==> config.mk <==
export PLATFORM = sky130hd
export DESIGN_NAME = encoder_and_button_qualifier
export DESIGN_NICKNAME = d
export VERILOG_FILES = /design/src/hw/rtl/ebq_pkg.sv /design/src/hw/rtl/encoder_and_button_qualifier.sv /design/src/hw/rtl/ebq_key.sv /design/src/hw/rtl/ebq_step.sv
export SDC_FILE = /design/constraint.sdc
export NUM_CORES = 1
export LEC_CHECK = 0
export BUFFER_PORTS_ARGS = -buffer_cell sky130_fd_sc_hd__buf_2
export CORE_MARGIN = 5
export CORE_UTILIZATION = 30
export CTS_BUF_LIST = sky130_fd_sc_hd__clkbuf_8
export DETAILED_ROUTE_END_ITERATION = 8
export SKIP_LAST_GASP = 1
export SYNTH_ARGS = -nofsm -noshare
export SYNTH_HDL_FRONTEND = slang
export SYNTH_SLANG_ARGS = --single-unit
export TNS_END_PERCENT = 10
==> constraint.sdc <==
create_clock -name i_clk -period 10.4 [get_ports i_clk]
set_clock_uncertainty 0.05 [all_clocks]
set_input_delay 1.04 -clock i_clk [delete_from_list [all_inputs] [get_ports i_clk]]
set_output_delay 1.04 -clock i_clk [all_outputs]
set_load 0.02 [all_outputs]
==> src/hw/rtl/ebq_pkg.sv <==
// Shared types and constants for the encoder and button qualifier.
// No dependencies; used by every module under hw/rtl.
package ebq_pkg;

    localparam int unsigned TIME_W      = 32;
    localparam int unsigned CFG_W       = 16;
    localparam int unsigned CFG_INDEX_W = 2;
    localparam int unsigned IN_TDATA_W  = 40;
    localparam int unsigned OUT_TDATA_W = 8;

    localparam logic [CFG_W-1:0] DEBOUNCE_MS_RST = 16'd40;
    localparam logic [CFG_W-1:0] HOLD_MS_RST     = 16'd700;

    // configuration register indexes
    localparam logic [CFG_INDEX_W-1:0] CFG_DEBOUNCE_MS = 2'd0;
    localparam logic [CFG_INDEX_W-1:0] CFG_HOLD_MS     = 2'd1;

    typedef struct packed {
        logic held;
        logic clicked;
    } t_key_evt;

    typedef struct packed {
        logic right;
        logic left;
    } t_step_evt;

endpackage

==> src/hw/rtl/encoder_and_button_qualifier.sv <==
// Top level of the rotary encoder and two-button qualifier.
// Depends on ebq_pkg, ebq_step and ebq_key.
//
// Channel   Dir  Handshake                    Payload (low bit first)
// s_axis    in   s_axis_tvalid/s_axis_tready  now_ms[31:0], line_a, line_b,
//                                             enc_switch, button_level, pad
// m_axis    out  m_axis_tvalid/m_axis_tready  step_left, step_right, enc_clicked,
//                                             enc_held, button_clicked, button_held
// cfg       in   i_cfg_we                     index 0 debounce_ms, 1 hold_ms
//
// One transaction per cycle sustained while m_axis_tready stays high. A
// transaction is captured in an input register, evaluated against the key and
// encoder state, and its event bits land in the result register, after which
// m_axis_tvalid rises (two register stages).
// The state update happens on the move from the input to the result register,
// so a stall on m_axis freezes both stages and s_axis_tready drops only when
// both are full. Reset is synchronous; it empties both stages, restores the
// initial pin levels and reloads debounce_ms = 40, hold_ms = 700.
module encoder_and_button_qualifier (
    input  logic                               i_clk,
    input  logic                               i_rst_n,
    // configuration write port
    input  logic                               i_cfg_we,
    input  logic [ebq_pkg::CFG_INDEX_W-1:0]    i_cfg_index,
    input  logic [ebq_pkg::CFG_W-1:0]          i_cfg_data,
    // sample stream
    input  logic                               s_axis_tvalid,
    output logic                               s_axis_tready,
    // now_ms[31:0], line_a[32], line_b[33], enc_switch[34], button_level[35]
    input  logic [ebq_pkg::IN_TDATA_W-1:0]     s_axis_tdata,
    // event stream
    output logic                               m_axis_tvalid,
    input  logic                               m_axis_tready,
    // step_left[0], step_right[1], enc_clicked[2], enc_held[3],
    // button_clicked[4], button_held[5]
    output logic [ebq_pkg::OUT_TDATA_W-1:0]    m_axis_tdata
);

    logic [ebq_pkg::CFG_W-1:0]  r_debounce_ms;
    logic [ebq_pkg::CFG_W-1:0]  r_hold_ms;

    // input register
    logic                       r_in_valid;
    logic [ebq_pkg::TIME_W-1:0] r_now_ms;
    logic                       r_line_a;
    logic                       r_line_b;
    logic                       r_enc_switch;
    logic                       r_button_level;

    // result register
    logic                       r_out_valid;
    logic [5:0]                 r_out_bits;
    logic [5:0]                 n_out_bits;

    logic                       out_free;
    logic                       advance;
    logic                       in_take;

    ebq_pkg::t_step_evt         step_evt;
    ebq_pkg::t_key_evt          enc_evt;
    ebq_pkg::t_key_evt          btn_evt;

    // the result register takes a new item when empty or being drained
    assign out_free      = !r_out_valid || m_axis_tready;
    assign advance       = r_in_valid && out_free;
    assign s_axis_tready = !r_in_valid || out_free;
    assign in_take       = s_axis_tvalid && s_axis_tready;

    assign m_axis_tvalid = r_out_valid;
    assign m_axis_tdata  = {{(ebq_pkg::OUT_TDATA_W-6){1'b0}}, r_out_bits};

    // configuration registers; unknown indexes are dropped
    always_ff @(posedge i_clk) begin
        if (!i_rst_n) begin
            r_debounce_ms <= ebq_pkg::DEBOUNCE_MS_RST;
            r_hold_ms     <= ebq_pkg::HOLD_MS_RST;
        end else if (i_cfg_we) begin
            case (i_cfg_index)
                ebq_pkg::CFG_DEBOUNCE_MS: r_debounce_ms <= i_cfg_data;
                ebq_pkg::CFG_HOLD_MS:     r_hold_ms     <= i_cfg_data;
                default: ;
            endcase
        end
    end

    // input stage: control with reset, payload without
    always_ff @(posedge i_clk) begin
        if (!i_rst_n) begin
            r_in_valid <= 1'b0;
        end else if (s_axis_tready) begin
            r_in_valid <= s_axis_tvalid;
        end
    end

    always_ff @(posedge i_clk) begin
        if (in_take) begin
            r_now_ms       <= s_axis_tdata[31:0];
            r_line_a       <= s_axis_tdata[32];
            r_line_b       <= s_axis_tdata[33];
            r_enc_switch   <= s_axis_tdata[34];
            r_button_level <= s_axis_tdata[35];
        end
    end

    ebq_step u_step (
        .i_clk     (i_clk),
        .i_rst_n   (i_rst_n),
        .i_advance (advance),
        .i_line_a  (r_line_a),
        .i_line_b  (r_line_b),
        .o_evt     (step_evt)
    );

    ebq_key u_enc_key (
        .i_clk         (i_clk),
        .i_rst_n       (i_rst_n),
        .i_advance     (advance),
        .i_raw         (r_enc_switch),
        .i_now_ms      (r_now_ms),
        .i_debounce_ms (r_debounce_ms),
        .i_hold_ms     (r_hold_ms),
        .o_evt         (enc_evt)
    );

    ebq_key u_btn_key (
        .i_clk         (i_clk),
        .i_rst_n       (i_rst_n),
        .i_advance     (advance),
        .i_raw         (r_button_level),
        .i_now_ms      (r_now_ms),
        .i_debounce_ms (r_debounce_ms),
        .i_hold_ms     (r_hold_ms),
        .o_evt         (btn_evt)
    );

    assign n_out_bits = {btn_evt.held, btn_evt.clicked, enc_evt.held, enc_evt.clicked,
                         step_evt.right, step_evt.left};

    // result stage: load on advance, drop once taken downstream
    always_ff @(posedge i_clk) begin
        if (!i_rst_n) begin
            r_out_valid <= 1'b0;
        end else if (out_free) begin
            r_out_valid <= r_in_valid;
        end
    end

    always_ff @(posedge i_clk) begin
        if (advance) begin
            r_out_bits <= n_out_bits;
        end
    end

`ifndef SYNTHESIS
    // a single sample cannot step both ways
    a_step_excl: assert property (@(posedge i_clk) disable iff (!i_rst_n)
        m_axis_tvalid |-> !(m_axis_tdata[0] && m_axis_tdata[1]))
        else $error("step_left and step_right both set");

    // click and hold of the same key are exclusive
    a_key_excl: assert property (@(posedge i_clk) disable iff (!i_rst_n)
        m_axis_tvalid |-> !(m_axis_tdata[2] && m_axis_tdata[3])
                       && !(m_axis_tdata[4] && m_axis_tdata[5]))
        else $error("click and hold reported together");

    // a full input stage with a stalled result stage must block new samples
    a_backpressure: assert property (@(posedge i_clk) disable iff (!i_rst_n)
        (r_in_valid && r_out_valid && !m_axis_tready) |-> !s_axis_tready)
        else $error("input accepted while both stages are full");

    // every advanced item shows up as a valid result on the next cycle
    a_advance_result: assert property (@(posedge i_clk) disable iff (!i_rst_n)
        advance |=> m_axis_tvalid)
        else $error("advanced item did not reach the result register");
`endif

endmodule

==> src/hw/rtl/ebq_key.sv <==
// Lockout debouncer with click / hold qualification for one button.
// Depends on ebq_pkg.
module ebq_key (
    input  logic                        i_clk,
    input  logic                        i_rst_n,
    input  logic                        i_advance,
    input  logic                        i_raw,
    input  logic [ebq_pkg::TIME_W-1:0]  i_now_ms,
    input  logic [ebq_pkg::CFG_W-1:0]   i_debounce_ms,
    input  logic [ebq_pkg::CFG_W-1:0]   i_hold_ms,
    output ebq_pkg::t_key_evt           o_evt
);

    logic                       r_stable, n_stable;
    logic                       r_pressed, n_pressed;
    logic [ebq_pkg::TIME_W-1:0] r_press_start, n_press_start;
    logic [ebq_pkg::TIME_W-1:0] r_last_change, n_last_change;
    logic [ebq_pkg::TIME_W-1:0] since_change;
    logic [ebq_pkg::TIME_W-1:0] since_press;
    logic [ebq_pkg::TIME_W-1:0] debounce_ext;
    logic [ebq_pkg::TIME_W-1:0] hold_ext;

    assign since_change = i_now_ms - r_last_change;
    assign since_press  = i_now_ms - r_press_start;
    assign debounce_ext = {{(ebq_pkg::TIME_W-ebq_pkg::CFG_W){1'b0}}, i_debounce_ms};
    assign hold_ext     = {{(ebq_pkg::TIME_W-ebq_pkg::CFG_W){1'b0}}, i_hold_ms};

    always_comb begin
        n_stable      = r_stable;
        n_pressed     = r_pressed;
        n_press_start = r_press_start;
        n_last_change = r_last_change;
        o_evt         = '0;
        if (i_raw != r_stable) begin
            // accept a new level only once the lockout has run out
            if (since_change > debounce_ext) begin
                n_stable      = i_raw;
                n_last_change = i_now_ms;
                if (!i_raw) begin
                    n_pressed     = 1'b1;
                    n_press_start = i_now_ms;
                end else if (r_pressed) begin
                    o_evt.clicked = (since_press < hold_ext);
                    n_pressed     = 1'b0;
                end
            end
        end else if (r_pressed && (since_press > hold_ext)) begin
            o_evt.held = 1'b1;
            n_pressed  = 1'b0;
        end
    end

    always_ff @(posedge i_clk) begin
        if (!i_rst_n) begin
            r_stable      <= 1'b1;
            r_pressed     <= 1'b0;
            r_press_start <= '0;
            r_last_change <= '0;
        end else if (i_advance) begin
            r_stable      <= n_stable;
            r_pressed     <= n_pressed;
            r_press_start <= n_press_start;
            r_last_change <= n_last_change;
        end
    end

endmodule

==> src/hw/rtl/ebq_step.sv <==
// Quadrature step detector: falling edge on A, direction from B.
// Depends on ebq_pkg.
module ebq_step (
    input  logic              i_clk,
    input  logic              i_rst_n,
    input  logic              i_advance,
    input  logic              i_line_a,
    input  logic              i_line_b,
    output ebq_pkg::t_step_evt o_evt
);

    logic r_prev_a;

    assign o_evt.right = r_prev_a && !i_line_a && i_line_b;
    assign o_evt.left  = r_prev_a && !i_line_a && !i_line_b;

    always_ff @(posedge i_clk) begin
        if (!i_rst_n) begin
            r_prev_a <= 1'b1;
        end else if (i_advance) begin
            r_prev_a <= i_line_a;
        end
    end

endmodule
## Word level (Yosys, flattened, before mapping)

Cells that the tools add are included.

- Memories: 0
- Bits of input ports: 63
- Register bits: 209
- Logic and storage cells: 76
- Memory bits (writable): 0
- Bits in latches: 0
- Output and inout port bits: 10
- Bits in read-only memories: 0

- $lt $le $gt $ge: 6
- Equality and inequality tests: 5
- Bitwise gates (word level): 2
- Shift-type cells: 0
- Reductions and logical operators: 26
- $mul: 0
- $add $sub $neg: 4
- Mux-type cells: 10
- Divide/modulo/power cells: 0

Operator list:

| operator | count |
|---|---|
| greater-than comparator 32 x 16 -> 1 bit | 4 |
| subtractor 32 bit | 4 |
| less-than comparator 32 x 16 -> 1 bit | 2 |
| AND reduction 4 bit | 4 |
| AND reduction 3 bit | 4 |
| 2-to-1 mux 1 bit | 10 |
| logical AND 1 bit | 7 |
| logical NOT 1 bit | 4 |
| != test 2 bit, second input constant | 2 |
| AND reduction 2 bit | 2 |
| nonzero test 2 bit | 2 |
| == test 2 x 1 -> 1 bit, second input constant | 1 |
| logical NOT 2 bit | 1 |
| logical OR 1 bit | 2 |
| != test 1 bit | 2 |
| inverter 1 bit | 2 |

## Longest topological paths before layout

- Word-level depth: 5
- Gate-level depth with buffers: 23
- Gate-level depth less buffers: 22

## By module

A second synthesis with hierarchy kept.

- Cell total of the unflattened synthesis: 2199
- Area, all modules: 17376.7 um2

Modules (own cells, without submodules):

| module | sequential area each (um2) | area an instance (um2) | cells an instance | times used |
|---|---|---|---|---|
| ebq_key (u_btn_key) | 1321.3 | 7342.0 | 1006 | 1 |
| ebq_key (u_enc_key) | 1321.3 | 7325.8 | 1004 | 1 |
| encoder_and_button_qualifier | 1941.9 | 2653.8 | 184 | 1 |
| ebq_step | 20.0 | 55.1 | 5 | 1 |

## Worst setup path before layout

Ideal clock, no wire load.

- Path kind: reg-to-reg
- From: register r_now_ms[0] in the netlist's numbering
- To: register u_btn_key.r_press_start[10] in the netlist's numbering
- Setup time: 72 ps
- Period minus slack after synthesis: 4532 ps
- Path buffers: 1
- Arrival time: 4411 ps
- Slack: 5868 ps
- Cell stages (with the launch flop): 23
- Required time: 10278 ps
- Cells stage by stage: edfxtp_1 -> inv_1 -> ha_1 -> inv_1 -> fa_1 -> a211oi_1 -> o21ai_0 -> a21boi_0 -> o21ai_0 -> inv_1 -> o221ai_1 -> xor2_1 -> ha_1 -> and4_1 -> nor4bb_1 -> a221oi_1 -> a21oi_1 -> nor4_1 -> o2111a_1 -> nand4_1 -> nand3_1 -> buf_2 -> mux2i_1

- Longest elaborated chain between the ends: 3

RTL lines:

| element | RTL line | text |
|---|---|---|
| start, declared | encoder_and_button_qualifier.sv:44 | `logic [ebq_pkg::TIME_W-1:0] r_now_ms;` |
| start signal, assigned | encoder_and_button_qualifier.sv:97 | `r_now_ms <= s_axis_tdata[31:0];` |
| subtractor 32 bit | ebq_key.sv:23 | `assign since_change = i_now_ms - r_last_change;` |
| greater-than comparator 32 x 16 -> 1 bit | ebq_key.sv:36 | `if (since_change > debounce_ext) begin` |
| AND reduction 4 bit (no line) | -- |  |
| end signal, assigned | ebq_key.sv:62 | `r_press_start <= n_press_start;` |
| end, declared | ebq_key.sv:16 | `logic [ebq_pkg::TIME_W-1:0] r_press_start, n_press_start;` |

No other way between the ends.
A chain may end at the register's enable or synchronous reset.

## Worst setup path after layout

- From: register r_now_ms[0] in the netlist's numbering
- To: register u_enc_key.r_press_start[0] in the netlist's numbering

- Longest elaborated chain between the ends: 3

RTL lines:

| element | RTL line |
|---|---|
| subtractor 32 bit | ebq_key.sv:23 |
| greater-than comparator 32 x 16 -> 1 bit | ebq_key.sv:36 |
| AND reduction 4 bit (no line) | -- |
| end signal, assigned | ebq_key.sv:62 |
| end, declared | ebq_key.sv:16 |

Several ways; a longest one is shown, not always the timed one.

==> results.txt <==
The startpoint identified for the worst register-to-register timing path is r_now_ms[0]. After synthesis, the largest family of logic cells by area is compound AO/OA/AOI/OAI gates. Setup repair after global routing left no endpoint under its margin.

Counting every sink on the clock net gives 209. The transition time at the pin with the least slew margin was 1140 ps; the remaining antenna violation count after routing was 0. The tool flagged a number of max-cap violations equal to 0.

The Yosys step of the flow raised 0 warnings. For the aggregate routed wire length, the log shows 54300 um. The later pin in the worst-skew pair is clocked with a latency of 600 ps. Entering global routing, the biggest net connects 92 pins.

Input and output buffers added on the ports amount to 66. The global-route usage over all layers came out at 16.6%. The synthesized design spends more area on one cell type than any other, namely sky130_fd_sc_hd__dfxtp_1. Summing the areas of all fa, ha and maj instances in the mapped netlist gives 14.4% of the synthesized area. The total number of vias was 15629; the minimum clock period after layout was 6240 ps.

The class of the tightest hold or removal check was reg2reg. The first routing iteration left 1104 violations. The H-tree was split into 2 levels. Relative to the synthesized area, the layout overhead comes to 9.92%.

The logs give 73 for the I/O pin total and 82800 um for the global-route wire length before repair. The tools report the capturing element type of the critical path as a register. The fraction of final layout cells with drive strength greater than 1 was 7.69%. The longest clock path from root to sink contains 3 buffers.

Summed over all failing endpoints, the final setup total negative slack is 0 ps. The share of flip-flops with an asynchronous set or reset works out to 0%. For this run, the post-layout net count is 2426. Headroom to the max-slew limit came out at 24.3%. The switching power summed over all nets is 0.839 mW. The worst setup path is launched from a register. TritonCTS built the clock tree. In the synthesized netlist, mux cells make up 8.17% of the area.

The cell at the root of the clock tree was sky130_fd_sc_hd__clkbuf_8. The area enclosed by the die boundary is 61900 sq um, and the required time of the critical path is 10770 ps. Per report_power, the sequential group accounts for 37.3% of the total. The clock network accounts for 33.1% of the total power.

The initial antenna violation count came out at 1. The final period utilization was 60.0%; the die extent in x was 249 um. The most used flip-flop cell after synthesis is sky130_fd_sc_hd__dfxtp_1.

Timing would allow up to 0.160 GHz. The maximum vdd drop was 0.0762 mV; the row count was 87. Along the worst path, the maximum fanout reaches 33. The internal power component was 1.56 mW; the total power of the final layout was 2.40 mW.

TritonCTS created 37 clock buffers. Synthesis inferred 209 register bits. Per report_power, the combinational group accounts for 29.5% of the total.

For the data arrival time at the worst-slack endpoint, the log shows 6610 ps. Clock-pin slew was measured on the worst setup and hold paths at 70 ps. Area share of the largest cell type after synthesis: 19.5%. The total power divided by cell area was 128 nW/um^2. Ranked by total cell area, the synthesized netlist is headed by sky130_fd_sc_hd__dfxtp_1, sky130_fd_sc_hd__ha_1, sky130_fd_sc_hd__nand2_1, sky130_fd_sc_hd__mux2i_1, sky130_fd_sc_hd__edfxtp_1. Once the floorplan was initialized, standard cells occupied 30.3% of the core. Yosys instantiated no cell more often than sky130_fd_sc_hd__nand2_1. The number of enable flip-flop cells after synthesis was 42; the number of unique standard cell types used by synthesis was 90. In this run the standard cell core region covers 56500 sq um. For the max-slew violation count, the log shows 0. In this run the most critical hold path is launched from u_btn_key.r_press_start[13]. Gates resized during post-CTS repair numbered 0. The complex-gate fraction of the synthesized area was 21.1%; the ratio of routed vias to standard cells was 5.29.

After detailed routing, the average wire length per cell comes to 18.4 um. The kind of critical path is reg2reg. After synthesis, the most frequently instantiated cells are sky130_fd_sc_hd__nand2_1, sky130_fd_sc_hd__a21oi_1, sky130_fd_sc_hd__ha_1. The count of TritonRoute iterations in the first routing pass came out at 5.

Die span in y: 249 um. Of the total synthesized cell area, the portion taken by AND, OR, NAND and NOR gates is 18.5%. Xor/xnor cell area share of the yosys netlist: 4.45%.

Setup violations remaining at the end of the flow were counted as 0. The logs give 0 for the number of post-CTS setup repair buffers and 26.9% for the post-synthesis sequential area ratio. The cell area that synthesis handed to floorplanning was 17100 sq um. The HPWL after detailed placement is 43800 um. The layout has 5934 filler cells. The final routed DRC violation total was 0. The congestion estimate from routability-driven global placement came to 0.913. The final count of hold timing violations is 0, and the mean cell area of the mapped netlist is 8.00 sq um. The analysis attributes to cell leakage a power of 7.20 nW.

The run finished with clean final reports. The hold buffer count at CTS is 0, and the via count of the first global-routing pass is 15271. Net switching is 35.0% of the power. For this run the aggregate overflow at the end of global routing stands at 0. The most critical setup path has its startpoint at r_now_ms[0]. Gate count after technology mapping: 2140.
stage by stage:
stage                     utilization, %  worst slack [ps]  hold slack, ps  instance area (sq um)  instances
after floorplan                        -              5870             385                  17100       2141
after global placement              32.0              4270             394                  18100       2886
after detailed placement            32.0              4230             396                  18100       2886
after CTS                           33.3              4200             411                  18800       2953
after global routing                33.3              4010             423                  18800       2954
final                               33.3              4160             407                  18800       2954
cell type report:
cell class	instances	area [sq um]	share of cell area [%]
multi-input cells	1661	11400	60.7
flip-flops and latches	209	4600	24.5
well taps	756	946	5.03
inverters	189	709	3.77
clock buffers	42	578	3.07
repair buffers	71	370	1.97
clock inverters	25	178	0.944
diodes	1	2.50	0.0133
path summary, 6_finish.rpt:
check	to	slack, ps	cells past startpoint
worst max register to register	u_enc_key.r_press_start[0]	4160	18
worst min-delay path	u_btn_key.r_press_start[13]	410	2
worst min register to register	u_btn_key.r_press_start[13]	410	2
worst max-delay path	u_enc_key.r_press_start[0]	4160	18
flip-flops by register name (all words and copies together) (netlist names):
register / count
r_out_bits: 6
r_in_valid: 1
r_now_ms: 32
r_debounce_ms: 16
u_enc_key.r_stable: 1
u_btn_key.r_stable: 1
m_axis_tvalid: 1
u_enc_key.r_last_change: 32
u_enc_key.r_pressed: 1
u_btn_key.r_last_change: 32
r_line_a: 1
r_button_level: 1
r_line_b: 1
u_btn_key.r_press_start: 32
r_enc_switch: 1
u_enc_key.r_press_start: 32
r_hold_ms: 16
u_btn_key.r_pressed: 1
u_step.r_prev_a: 1
cell usage in the layout, fill, tap and decap left out, types with 52 or more instances in the layout:
cell	instances
sky130_fd_sc_hd__a21o_1	52
sky130_fd_sc_hd__a21oi_1	195
sky130_fd_sc_hd__buf_2	65
sky130_fd_sc_hd__dfxtp_1	167
sky130_fd_sc_hd__ha_1	190
sky130_fd_sc_hd__inv_1	195
sky130_fd_sc_hd__mux2i_1	133
sky130_fd_sc_hd__nand2_1	359
sky130_fd_sc_hd__nor2_1	91
sky130_fd_sc_hd__o21ai_0	87
cell families (layout without fill, tap and decap cells):
kind of cell / count (synthesis) / count (layout)
simple gates: 683 / 683
buf+inv: 271 / 327
compound gates: 556 / 556
xor+xnor: 87 / 87
mux: 139 / 139
flops: 209 / 209
fa+ha+maj: 194 / 194
other cells: 1 / 3
per-layer routing:
layer / track usage, % / share of wire [%] / up-vias
met3: 1.95 / 4.2 / 116
met5: 0 / 0 / -
met1: 21.6 / 45 / 7360
li1: - / - / 7739
met4: 7.32 / 4.3 / 0
met2: 27.8 / 46 / 414
worst max-delay path, stage by stage, from the launching register on:
cell and delay [ps]:
sky130_fd_sc_hd__edfxtp_1 380, sky130_fd_sc_hd__inv_1 230, sky130_fd_sc_hd__ha_1 220, sky130_fd_sc_hd__inv_1 60, sky130_fd_sc_hd__fa_1 390, sky130_fd_sc_hd__a21o_1 210
sky130_fd_sc_hd__a311oi_2 380, sky130_fd_sc_hd__o21ai_2 250, sky130_fd_sc_hd__a21oi_1 410, sky130_fd_sc_hd__xnor2_1 140, sky130_fd_sc_hd__ha_1 340, sky130_fd_sc_hd__nand4_1 130
sky130_fd_sc_hd__or4_1 440, sky130_fd_sc_hd__o21ai_0 340, sky130_fd_sc_hd__o2111ai_1 230, sky130_fd_sc_hd__nor4_2 350, sky130_fd_sc_hd__nand4_1 460, sky130_fd_sc_hd__and3_2 790
sky130_fd_sc_hd__mux2i_1 240
power groups by stage:
stage	combinational [mW]	sequential [mW]	clock, mW
floorplan	0.524	0.897	0
global placement	0.689	0.912	0
detailed placement	0.701	0.912	0
CTS	0.705	0.895	0.827
global route	0.786	0.899	0.862
finish	0.709	0.896	0.795
Power figures use the tool's default switching activity.
